[config.mk]
export PLATFORM = sky130hd
export DESIGN_NAME = calendar_hour_step_advance_core
export DESIGN_NICKNAME = d
export VERILOG_FILES = /design/src/rtl/chsa_pkg.sv /design/src/rtl/calendar_hour_step_advance_core.sv
export SDC_FILE = /design/constraint.sdc
export NUM_CORES = 1
export LEC_CHECK = 0
export ABC_CLOCK_PERIOD_IN_PS = 8780
export BUFFER_PORTS_ARGS = -buffer_cell sky130_fd_sc_hd__buf_4
export CORE_MARGIN = 10
export CORE_UTILIZATION = 55
export DETAILED_ROUTE_END_ITERATION = 16
export GPL_TIMING_DRIVEN = 0
export PLACE_DENSITY = 0.81
export SYNTH_ARGS = -nofsm -noshare
export SYNTH_HDL_FRONTEND = slang
export SYNTH_SLANG_ARGS = --single-unit
[constraint.sdc]
create_clock -name clock -period 8.78 [get_ports clock]
set_input_delay 1.317 -clock clock [delete_from_list [all_inputs] [get_ports clock]]
set_output_delay 1.317 -clock clock [all_outputs]
set_load 0.02 [all_outputs]
[src/rtl/chsa_pkg.sv]
`default_nettype none

package chsa_pkg;

   localparam int YEAR_W  = 14;
   localparam int MONTH_W = 4;
   localparam int DAY_W   = 5;
   localparam int HOUR_W  = 5;
   localparam int DOY_W   = 9;
   localparam int STEP_W  = 5;
   localparam int SUM_W   = 6;

   localparam logic [YEAR_W-1:0]  MAX_YEAR      = YEAR_W'(9999);
   localparam logic [MONTH_W-1:0] MONTHS        = MONTH_W'(12);
   localparam logic [HOUR_W-1:0]  MAX_HOUR      = HOUR_W'(23);
   localparam logic [STEP_W-1:0]  MAX_STEP      = STEP_W'(24);
   localparam logic [SUM_W-1:0]   HOURS_PER_DAY = SUM_W'(24);
   localparam logic [DAY_W-1:0]   LEAP_FEB_LEN  = DAY_W'(29);

   // floor(y / 25) == (y * RECIP_K) >> RECIP_SHIFT for every 14-bit y
   localparam int RECIP_SHIFT = 19;
   localparam int RECIP_W     = 15;
   localparam int PROD_W      = YEAR_W + RECIP_W;
   localparam int QUOT_W      = 10;
   localparam logic [RECIP_W-1:0] RECIP_K = RECIP_W'(20972);

   localparam logic [DAY_W-1:0] MONTH_LEN [12] =
      '{5'd31, 5'd28, 5'd31, 5'd30, 5'd31, 5'd30,
        5'd31, 5'd31, 5'd30, 5'd31, 5'd30, 5'd31};

   localparam logic [DOY_W-1:0] DAYS_BEFORE [12] =
      '{9'd0,   9'd31,  9'd59,  9'd90,  9'd120, 9'd151,
        9'd181, 9'd212, 9'd243, 9'd273, 9'd304, 9'd334};

   typedef struct packed {
      logic [YEAR_W-1:0]  year;
      logic [MONTH_W-1:0] month;
      logic [DAY_W-1:0]   day;
      logic [HOUR_W-1:0]  hour;
   } req_type;

   typedef struct packed {
      logic [YEAR_W-1:0]  next_year;
      logic [MONTH_W-1:0] next_month;
      logic [DAY_W-1:0]   next_day;
      logic [HOUR_W-1:0]  next_hour;
      logic [DOY_W-1:0]   day_of_year;
      logic               is_leap;
   } rsp_type;

endpackage

`default_nettype wire

[src/rtl/calendar_hour_step_advance_core.sv]
`default_nettype none

// Adds the programmed hour step (csr_wdata, 1..24; 0 acts as 1, above 24 as 24) to a
// Gregorian date and hour, rolling day, month and year (9999 wraps to 0), and returns the
// day of year and leap flag of the new date. Each item passes through the stages in order:
// stage 1 clamps the input, adds the step and runs the reciprocal multiplies for the
// divide-by-25 in the leap test, stage 2 finishes the leap test and does the day/month/year
// rollover, stage 3 adds up the day of year into the output register. One item is accepted
// per clock; back-pressure on rsp_ready stalls the stages in place with nothing lost.
module calendar_hour_step_advance_core (
   input  wire                          clock,
   input  wire                          reset,
   input  wire                          req_valid,
   output logic                         req_ready,
   input  wire chsa_pkg::req_type       req_data,
   output logic                         rsp_valid,
   input  wire                          rsp_ready,
   output chsa_pkg::rsp_type            rsp_data,
   input  wire                          csr_we,
   input  wire [chsa_pkg::STEP_W-1:0]   csr_wdata
);

   logic [chsa_pkg::STEP_W-1:0] step_ff;

   // stage enables
   logic en1, en2, en3;

   // stage 1 registers
   logic                           s1_valid_ff;
   logic [chsa_pkg::YEAR_W-1:0]    s1_year_ff,  s1_year_in;
   logic [chsa_pkg::YEAR_W-1:0]    s1_nyear_ff, s1_nyear_in;
   logic [chsa_pkg::PROD_W-1:0]    s1_prod_ff,  s1_prod_in;
   logic [chsa_pkg::PROD_W-1:0]    s1_nprod_ff, s1_nprod_in;
   logic [chsa_pkg::MONTH_W-1:0]   s1_month_ff, s1_month_in;
   logic [chsa_pkg::DAY_W-1:0]     s1_day_ff,   s1_day_in;
   logic [chsa_pkg::HOUR_W-1:0]    s1_hour_ff,  s1_hour_in;
   logic                           s1_carry_ff, s1_carry_in;

   // stage 2 registers
   logic                           s2_valid_ff;
   logic [chsa_pkg::YEAR_W-1:0]    s2_year_ff,  s2_year_in;
   logic [chsa_pkg::MONTH_W-1:0]   s2_month_ff, s2_month_in;
   logic [chsa_pkg::DAY_W-1:0]     s2_day_ff,   s2_day_in;
   logic [chsa_pkg::HOUR_W-1:0]    s2_hour_ff;
   logic                           s2_leap_ff,  s2_leap_in;

   // stage 3 (output) registers
   logic                           s3_valid_ff;
   chsa_pkg::rsp_type              s3_data_ff, s3_data_in;

   assign en3       = !s3_valid_ff || rsp_ready;
   assign en2       = !s2_valid_ff || en3;
   assign en1       = !s1_valid_ff || en2;
   assign req_ready = en1;
   assign rsp_valid = s3_valid_ff;
   assign rsp_data  = s3_data_ff;

   always_ff @(posedge clock) begin
      if (reset) begin
         step_ff <= chsa_pkg::STEP_W'(1);
      end else if (csr_we) begin
         step_ff <= csr_wdata;
      end
   end

   // ---------------- stage 1: clamp, add step, reciprocal multiply
   logic [chsa_pkg::STEP_W-1:0] step_c;
   logic [chsa_pkg::SUM_W-1:0]  sum;

   always_comb begin
      if (req_data.year > chsa_pkg::MAX_YEAR) begin
         s1_year_in = chsa_pkg::MAX_YEAR;
      end else begin
         s1_year_in = req_data.year;
      end
      if (s1_year_in >= chsa_pkg::MAX_YEAR) begin
         s1_nyear_in = '0;
      end else begin
         s1_nyear_in = s1_year_in + chsa_pkg::YEAR_W'(1);
      end
      s1_prod_in  = chsa_pkg::PROD_W'(s1_year_in) * chsa_pkg::PROD_W'(chsa_pkg::RECIP_K);
      s1_nprod_in = chsa_pkg::PROD_W'(s1_nyear_in) * chsa_pkg::PROD_W'(chsa_pkg::RECIP_K);

      if (req_data.month == '0) begin
         s1_month_in = chsa_pkg::MONTH_W'(1);
      end else if (req_data.month > chsa_pkg::MONTHS) begin
         s1_month_in = chsa_pkg::MONTHS;
      end else begin
         s1_month_in = req_data.month;
      end

      // upper clamp of the day needs the month length, done in stage 2
      if (req_data.day == '0) begin
         s1_day_in = chsa_pkg::DAY_W'(1);
      end else begin
         s1_day_in = req_data.day;
      end

      if (step_ff == '0) begin
         step_c = chsa_pkg::STEP_W'(1);
      end else if (step_ff > chsa_pkg::MAX_STEP) begin
         step_c = chsa_pkg::MAX_STEP;
      end else begin
         step_c = step_ff;
      end

      if (req_data.hour > chsa_pkg::MAX_HOUR) begin
         sum = chsa_pkg::SUM_W'(chsa_pkg::MAX_HOUR) + chsa_pkg::SUM_W'(step_c);
      end else begin
         sum = chsa_pkg::SUM_W'(req_data.hour) + chsa_pkg::SUM_W'(step_c);
      end
      s1_carry_in = (sum >= chsa_pkg::HOURS_PER_DAY);
      if (s1_carry_in) begin
         s1_hour_in = chsa_pkg::HOUR_W'(sum - chsa_pkg::HOURS_PER_DAY);
      end else begin
         s1_hour_in = chsa_pkg::HOUR_W'(sum);
      end
   end

   always_ff @(posedge clock) begin
      if (reset) begin
         s1_valid_ff <= 1'b0;
      end else if (en1) begin
         s1_valid_ff <= req_valid;
      end
   end

   always_ff @(posedge clock) begin
      if (en1) begin
         s1_year_ff  <= s1_year_in;
         s1_nyear_ff <= s1_nyear_in;
         s1_prod_ff  <= s1_prod_in;
         s1_nprod_ff <= s1_nprod_in;
         s1_month_ff <= s1_month_in;
         s1_day_ff   <= s1_day_in;
         s1_hour_ff  <= s1_hour_in;
         s1_carry_ff <= s1_carry_in;
      end
   end

   // ---------------- stage 2: leap test, rollover
   logic [chsa_pkg::QUOT_W-1:0]  q_cur, q_nxt;
   logic [chsa_pkg::YEAR_W-1:0]  r_cur, r_nxt;
   logic                         leap_cur, leap_nxt;
   logic [chsa_pkg::DAY_W-1:0]   len;
   logic [chsa_pkg::DAY_W-1:0]   day_c;
   logic [chsa_pkg::MONTH_W-1:0] m_idx;

   // leap: (y%4==0 && y%25!=0) || (y%16==0 && y%25==0)
   function automatic logic leap_of(input logic [chsa_pkg::YEAR_W-1:0] y,
                                    input logic [chsa_pkg::YEAR_W-1:0] r25);
      logic d25;
      d25 = (r25 == '0);
      return ((y[1:0] == 2'b00) && !d25) || ((y[3:0] == 4'b0000) && d25);
   endfunction

   always_comb begin
      q_cur = s1_prod_ff[chsa_pkg::RECIP_SHIFT +: chsa_pkg::QUOT_W];
      q_nxt = s1_nprod_ff[chsa_pkg::RECIP_SHIFT +: chsa_pkg::QUOT_W];
      r_cur = s1_year_ff - ((chsa_pkg::YEAR_W'(q_cur) << 4) + (chsa_pkg::YEAR_W'(q_cur) << 3)
                            + chsa_pkg::YEAR_W'(q_cur));
      r_nxt = s1_nyear_ff - ((chsa_pkg::YEAR_W'(q_nxt) << 4) + (chsa_pkg::YEAR_W'(q_nxt) << 3)
                             + chsa_pkg::YEAR_W'(q_nxt));
      leap_cur = leap_of(s1_year_ff, r_cur);
      leap_nxt = leap_of(s1_nyear_ff, r_nxt);

      m_idx = s1_month_ff - chsa_pkg::MONTH_W'(1);
      if ((s1_month_ff == chsa_pkg::MONTH_W'(2)) && leap_cur) begin
         len = chsa_pkg::LEAP_FEB_LEN;
      end else begin
         len = chsa_pkg::MONTH_LEN[m_idx];
      end
      day_c = (s1_day_ff > len) ? len : s1_day_ff;

      s2_year_in  = s1_year_ff;
      s2_month_in = s1_month_ff;
      s2_day_in   = day_c;
      s2_leap_in  = leap_cur;
      if (s1_carry_ff) begin
         if (day_c == len) begin
            s2_day_in = chsa_pkg::DAY_W'(1);
            if (s1_month_ff == chsa_pkg::MONTHS) begin
               s2_month_in = chsa_pkg::MONTH_W'(1);
               s2_year_in  = s1_nyear_ff;
               s2_leap_in  = leap_nxt;
            end else begin
               s2_month_in = s1_month_ff + chsa_pkg::MONTH_W'(1);
            end
         end else begin
            s2_day_in = day_c + chsa_pkg::DAY_W'(1);
         end
      end
   end

   always_ff @(posedge clock) begin
      if (reset) begin
         s2_valid_ff <= 1'b0;
      end else if (en2) begin
         s2_valid_ff <= s1_valid_ff;
      end
   end

   always_ff @(posedge clock) begin
      if (en2) begin
         s2_year_ff  <= s2_year_in;
         s2_month_ff <= s2_month_in;
         s2_day_ff   <= s2_day_in;
         s2_hour_ff  <= s1_hour_ff;
         s2_leap_ff  <= s2_leap_in;
      end
   end

   // ---------------- stage 3: day of year
   logic [chsa_pkg::MONTH_W-1:0] m2_idx;

   always_comb begin
      m2_idx                 = s2_month_ff - chsa_pkg::MONTH_W'(1);
      s3_data_in.next_year   = s2_year_ff;
      s3_data_in.next_month  = s2_month_ff;
      s3_data_in.next_day    = s2_day_ff;
      s3_data_in.next_hour   = s2_hour_ff;
      s3_data_in.is_leap     = s2_leap_ff;
      s3_data_in.day_of_year = chsa_pkg::DAYS_BEFORE[m2_idx]
                               + chsa_pkg::DOY_W'(s2_day_ff)
                               + chsa_pkg::DOY_W'((s2_month_ff > chsa_pkg::MONTH_W'(2))
                                                  && s2_leap_ff);
   end

   always_ff @(posedge clock) begin
      if (reset) begin
         s3_valid_ff <= 1'b0;
      end else if (en3) begin
         s3_valid_ff <= s2_valid_ff;
      end
   end

   always_ff @(posedge clock) begin
      if (en3) begin
         s3_data_ff <= s3_data_in;
      end
   end

   // ---------------- checks
   a_accept_fills_s1: assert property (@(posedge clock) disable iff (reset)
      (req_valid && req_ready) |=> s1_valid_ff)
      else $error("accepted item did not reach stage 1");

   a_hour_range: assert property (@(posedge clock) disable iff (reset)
      rsp_valid |-> (rsp_data.next_hour < chsa_pkg::HOUR_W'(24)))
      else $error("next_hour out of range");

   a_doy_range: assert property (@(posedge clock) disable iff (reset)
      rsp_valid |-> ((rsp_data.day_of_year != '0) &&
                     (rsp_data.day_of_year <= chsa_pkg::DOY_W'(365)
                      + chsa_pkg::DOY_W'(rsp_data.is_leap))))
      else $error("day_of_year out of range");

   a_month_range: assert property (@(posedge clock) disable iff (reset)
      rsp_valid |-> ((rsp_data.next_month != '0) &&
                     (rsp_data.next_month <= chsa_pkg::MONTHS)))
      else $error("next_month out of range");

endmodule

`default_nettype wire

Word level (Yosys, flattened, before mapping)
Memories as Yosys holds them, arrays and structs flattened. Cells that the tools add are included.

Flip-flop bits (word level): 172. Memory bits (writable): 0. Memories kept: 2. Memory bits (read-only): 224. Latch bits: 0. Output and inout port bits: 40. Word-level logic and storage cells: 109.

Memories: (name not given) (words 16, bits a word 9, rd ports 1, clocked after Yosys merged registers in 0, write ports 0, line calendar_hour_step_advance_core.sv:223) `s3_data_in.day_of_year = chsa_pkg::DAYS_BEFORE[m2_idx]`; (name not given) (words 16, bits a word 5, rd ports 1, clocked after Yosys merged registers in 0, write ports 0, line calendar_hour_step_advance_core.sv:171) `len = chsa_pkg::MONTH_LEN[m_idx];`.

Muxes and demuxes: 24. Multipliers: 2. Add/subtract/negate cells: 16. Shifts and indexed selects: 0. Equality and inequality tests: 3. Reduce and logical (&&, ||, !) cells: 26. $lt $le $gt $ge: 10. Bitwise operators: 2. Divide/modulo/power cells: 0.

Operator list (number): two-way mux 14 bit (5); multiplier 14 x 13 -> 27 bit (second input constant) (2); two-way mux 5 bit (9); adder 14 x 10 -> 14 bit (2); adder 14 x 13 -> 14 bit (2); logical NOT 14 bit (2); subtractor 14 bit (2); two-way mux 9 bit (2); two-way mux 4 bit (4); adder 14 x 1 -> 14 bit (second input constant) (1); greater-or-equal comparator 14 bit (second input constant) (1); > comparator 14 bit (second input constant) (1); logical NOT 4 bit (3); greater-or-equal comparator 5 bit (second input constant) (2); > comparator 5 bit (second input constant) (2); logical NOT 5 bit (2); NOT 4 -> 5 bit (2); adder 9 x 1 -> 9 bit (1); adder 9 x 5 -> 9 bit (1); subtractor 4 x 1 -> 4 bit (second input constant) (2); adder 5 x 5 -> 6 bit (1); adder 5 x 5 -> 6 bit (first input constant) (1); greater-or-equal comparator 6 x 5 -> 1 bit (second input constant) (1); logical AND 1 bit (6); 15 further kinds (26).

Logic depth before layout (Yosys ltp)
Depth after elaboration: 14. Mapped depth: 35.

Worst setup path after synthesis
Ideal clock, no wire load.

Path kind: input-to-reg. Start: input port req_data[21] in the netlist's numbering. End: register s1_nprod_ff[28] in the netlist's numbering, data pin. Library setup time: 0.260 ns. Stages: 34. Path buffers: 0. Arrival time: 8.322 ns. Slack: 0.198 ns. Path through: nor2_1 > a21oi_1 > o31ai_1 > nand2b_1 > ha_1 > nand3_1 > nand2_1 > o21ai_0 > nand2_1 > a31o_2 > a21oi_1 > nand2_1 > mux2i_1 > ha_1 > o21bai_1 > ha_1 > inv_1 > fa_1 > inv_1 > fa_1 > inv_1 > fa_1 > inv_1 > ha_1 > a21o_1 > a21o_1 > a21oi_1 > nand4_1 > o2111ai_1 > a311oi_1 > a211o_1 > o21a_1 > nor2_1 > xnor2_1.

Cells in the longest elaborated chain, start to end: 5. Elaborated cells between the ends (all ways): 6.

RTL lines: start: declaration (line calendar_hour_step_advance_core.sv:15) `input wire chsa_pkg::req_type req_data,`; > comparator 14 bit (*) (line calendar_hour_step_advance_core.sv:71) `if (req_data.year > chsa_pkg::MAX_YEAR) begin`; two-way mux 14 bit (*) (line calendar_hour_step_advance_core.sv:71); via s1_year_in (one bit) (line calendar_hour_step_advance_core.sv:30) `logic [chsa_pkg::YEAR_W-1:0] s1_year_ff, s1_year_in;`; adder 14 x 1 -> 14 bit or greater-or-equal comparator 14 bit (tied branches) (line calendar_hour_step_advance_core.sv:79, calendar_hour_step_advance_core.sv:76); two-way mux 14 bit (*) (line calendar_hour_step_advance_core.sv:76) `if (s1_year_in >= chsa_pkg::MAX_YEAR) begin`; multiplier 14 x 13 -> 27 bit (*) (line calendar_hour_step_advance_core.sv:82) `s1_nprod_in = chsa_pkg::PROD_W'(s1_nyear_in) * chsa_pkg::PROD_W'(chsa_pkg::RECIP_K);`; via s1_nprod_in (one bit) (line calendar_hour_step_advance_core.sv:33) `logic [chsa_pkg::PROD_W-1:0] s1_nprod_ff, s1_nprod_in;`; end signal: assignment (line calendar_hour_step_advance_core.sv:133) `s1_nprod_ff <= s1_nprod_in;`; end: declaration (line calendar_hour_step_advance_core.sv:33).

Mark *: on every way through the listed nets, which the timed path passes. The rest lies on a longest branch. A chain may end at the register's enable or synchronous reset.

Worst setup path in the final report
Start: input port req_data[22] in the netlist's numbering. End: register s1_nprod_ff[28] in the netlist's numbering, data pin.

Same word-level chain as after synthesis.

==> results.txt <==
The run finished with clean final reports. The first global-routing pass estimated 54200 um of wire. For flop-to-flop paths, the worst setup slack is 2.82 ns.

The logs give 0 for the max-slew violation count and 65 for the pin count of the biggest net entering global routing. Measured on the finished design, the core utilization comes to 63.2%. Detailed placement finished with a half-perimeter wire length of 27000 um. The type of the most critical hold path was reg -> reg.

Timing would allow up to 0.119 GHz. IR analysis of the VDD net gives a maximum drop of 0.000286 V. The number of flops mapped to enable cells by yosys works out to 130. The post-synthesis average cell area was 10.8 um2. Summed over all layers, the global routing overflow is 0.

For the number of antenna violations at the first check in global routing, the log shows 0. The initial standard-cell utilization of the core was 55.9%. The slew at the pin with the worst max-slew slack was 1.18 ns; the leakage power summed over all cells was 8.40 nW. The via count of the first global-routing pass came out at 11000. Leaving out fill and tap cells, the most frequent cell in the layout is ha_1.

Summed over all failing endpoints, the final setup total negative slack is 0 ns. Worst setup path category: in -> reg. The number of cell rows is 60, and the count of final setup violators is 0. The first detailed-routing pass took 5 iterations. Clock tree synthesis found a total of 138 sinks. The async set-or-reset flop fraction in the synthesized netlist came out at 0%. Required time at the endpoint of the critical path: 8.96 ns.

The post-synthesis instance area was 15100 um2. During synthesis, Yosys emitted a total of 0 warnings. The final critical path takes up 96.0% of the cycle. In the routed layout, each cell is associated on average with a via count of 5.55. For the count of boundary I/O pins, the log shows 78. The number of hold buffers added after CTS was 0. The worst register-to-register path begins at s1_prod_ff[22]. After clock tree synthesis, the clock-pin slew on the worst setup and hold paths is 0.06 ns. Number of nets in the layout: 1973.

The clock passes through at most 2 buffers. The element type at the critical path start is an input pin. In the routed design, unresolved DRC markers number 0. For the worst setup path, the data arrival time is 8.61 ns. The clock reaches the later pin of the worst-skew pair after 0.43 ns.

In the final routed layout, each cell accounts on average for 17.9 um. The area growth from synthesis to layout is 12.9%. The worst hold path begins at s2_hour_ff[4]. For the area of the die, the log shows 34500 um2. Setup repair after global routing left no endpoint under its margin. The top cell types in the final layout, fill and taps aside, are ha_1 (266), inv_1 (260), fa_1 (153). In this run the tightest slew margin relative to its limit is 21.2%.

The proportion of layout cells with a drive suffix above 1 is 12.6%. The count of port buffers added during placement came out at 75. The count of cells along the worst hold path works out to 0. With fillers left out, the area of the finished cells amounts to 17100 um2.

The tools report the antenna diode count as 0. The tools report the area of the placeable core as 27000 um2. For this design, the slowest cell found on the critical path is fa_1. Most common flop cell mapped by yosys: edfxtp_1. In this run the horizontal extent of the chip is 186 um. Number of hold-slack violations in the final timing report: 0. The tools report the end of the worst register-to-register path as s2_year_ff[9]. The count of distinct cell types in the synthesized netlist came out at 68. STA classifies the critical path endpoint as a flop. The total power density per cell area was 407 nW/um2.

The tools report the routability congestion estimate as 0.914. The endpoint of the worst hold-timing path was rsp_data[14]. The max-capacitance violation count was 0; the flip-flop and latch count after synthesis was 138. The count of nets left with antenna violations once routing finished came out at 0. Fill cells in the final layout number 2067. The number of clock buffers added by TritonCTS is 17. Once placement finished, the instance area stood at 16100 um2. For this run, the register share of the synthesized area comes to 26.9%. From bottom edge to top edge, the die measures 186 um.

For the final database, setup skew stands at 0.0106 ns. The maximum level of the CTS H-tree is 4, and the via total after detailed routing is 10400. TritonCTS built the clock tree. Synthesis produced a netlist with a net count of 1857.

In the synthesized netlist, the number of instances is 1399. Clock tree synthesis selected as its root buffer the cell clkbuf_16. For the worst flop-to-flop path, the logic depth is 22. The global router's overall resource usage is 19.8%, and the maximum fanout encountered on the critical timing path is 8. The delay of the slowest cell on the worst path is 0.54 ns, and the detailed-route wire length is 33400 um. Clock period minus worst slack: 8.43 ns. For this block, the initial DRC count from the detailed router was 570.
==> per-layer routing <==
| layer | share of wire [%] | vias up | track usage, % | wire length, um |
|---|---|---|---|---|
| met2 | 50 | 285 | 35.1 | 16800 |
| li1 | - | 4966 | - | - |
| met3 | 4.6 | 60 | 2.85 | 1550 |
| met4 | 2.9 | 0 | 7.26 | 962 |
| met5 | 0 | - | 0 | 0 |
| met1 | 42 | 5068 | 24.0 | 14100 |
==> Yosys cell counts (8+ instances only) <==
library cell,number,share of area [%]
ha_1,267,22
nand3_1,15,0.50
and3_1,10,0.41
mux2_2,8,0.60
nor3_1,19,0.63
xor2_1,16,0.93
a21o_1,27,1.3
fa_1,153,20
o21a_1,11,0.55
clkbuf_1,21,0.52
mux2i_1,16,1.1
o21ai_0,40,1.3
nor2b_1,14,0.58
a21boi_0,9,0.45
dfxtp_1,8,1.1
a21oi_1,47,1.6
edfxtp_1,130,26
nor2_1,78,1.9
inv_1,270,6.7
xnor2_1,46,2.7
nand2_1,62,1.5
nand4_1,11,0.46
nand2b_1,19,0.79
==> metrics by stage <==
stage               setup WS, ns  total power, mW  instances  hold WS, ns
floorplan                  0.198             4.85       1399        0.400
global placement           -1.88             5.83       1815        0.401
detailed placement         -1.96             6.04       1815        0.405
CTS                       0.0102             6.88       1850        0.415
global route              0.0223             7.72       1869        0.426
finish                     0.349             6.95       1869        0.418
==> worst max-delay path by stage <==
| stage | depth (start not counted) | slack (ns) | from | to |
|---|---|---|---|---|
| 2_1_floorplan | 34 | 0.20 | req_data[21] | s1_nprod_ff[28] |
| 3_3_place_gp | 34 | -1.88 | req_data[21] | s1_nprod_ff[28] |
| 3_5_place_dp | 35 | -1.96 | req_data[21] | s1_nprod_ff[26] |
| 4_1_cts | 34 | 0.01 | req_data[21] | s1_nprod_ff[26] |
| 5_1_grt | 35 | 0.02 | req_data[22] | s1_nprod_ff[28] |
| 6_report | 35 | 0.35 | req_data[22] | s1_nprod_ff[28] |
==> power breakdown <==
part	internal, mW	switching (mW)	leakage, nW
Clock	0.452	0.291	0.295
Sequential	0.906	0.0717	1.46
Combinational	2.27	2.96	6.64
Total	3.63	3.32	8.40
==> repair_timing <==
action | 4_1_cts | 5_1_grt
gates cloned | 0 | 1
setup buffers | 3 | 19
resized for setup | 19 | 30
endpoints found under the setup margin | 10 | 6
pin swaps | 1 | 8
==> registers in the layout (all words and copies together), names as in the netlist, 5 cells and up <==
register     flops
rsp_data        38
s1_nprod_ff     10
s1_year_ff      14
step_ff          5
s2_year_ff      14
s1_hour_ff       5
s2_hour_ff       5
s1_day_ff        5
s2_day_ff        5
s1_nyear_ff     14
s1_prod_ff      10
==> kinds of logic (layout without fill, tap and decap cells) <==
family          after synthesis  in the layout  synth area share, %
fa+ha+maj                   420            420                 42.4
buf+inv                     292            420                 7.30
simple gates                256            256                 8.38
compound gates              198            199                 8.85
flops                       138            138                 26.9
xor+xnor                     63             63                 3.74
mux                          32             32                 2.50
==> worst max-delay path: cells and delay by family <==
kind / cells / cell delay, ns
simple gates: 8 / 1.58
compound gates: 10 / 1.99
mux: 1 / 0.11
buf+inv: 7 / 0.72
fa+ha+maj: 7 / 2.63
xor+xnor: 2 / 0.27
==> area by class of cell <==
class / count / area, um2 / area share [%]
clock buffer: 17 / 425 / 2.49
clock inverter: 15 / 186 / 1.09
timing repair buffer: 97 / 741 / 4.34
multi-input combinational: 970 / 10100 / 59.3
buffer: 21 / 86.3 / 0.506
inverter: 270 / 1030 / 6.02
sequential: 138 / 4060 / 23.8
tap: 341 / 427 / 2.50
Power figures use the tool's default switching activity.
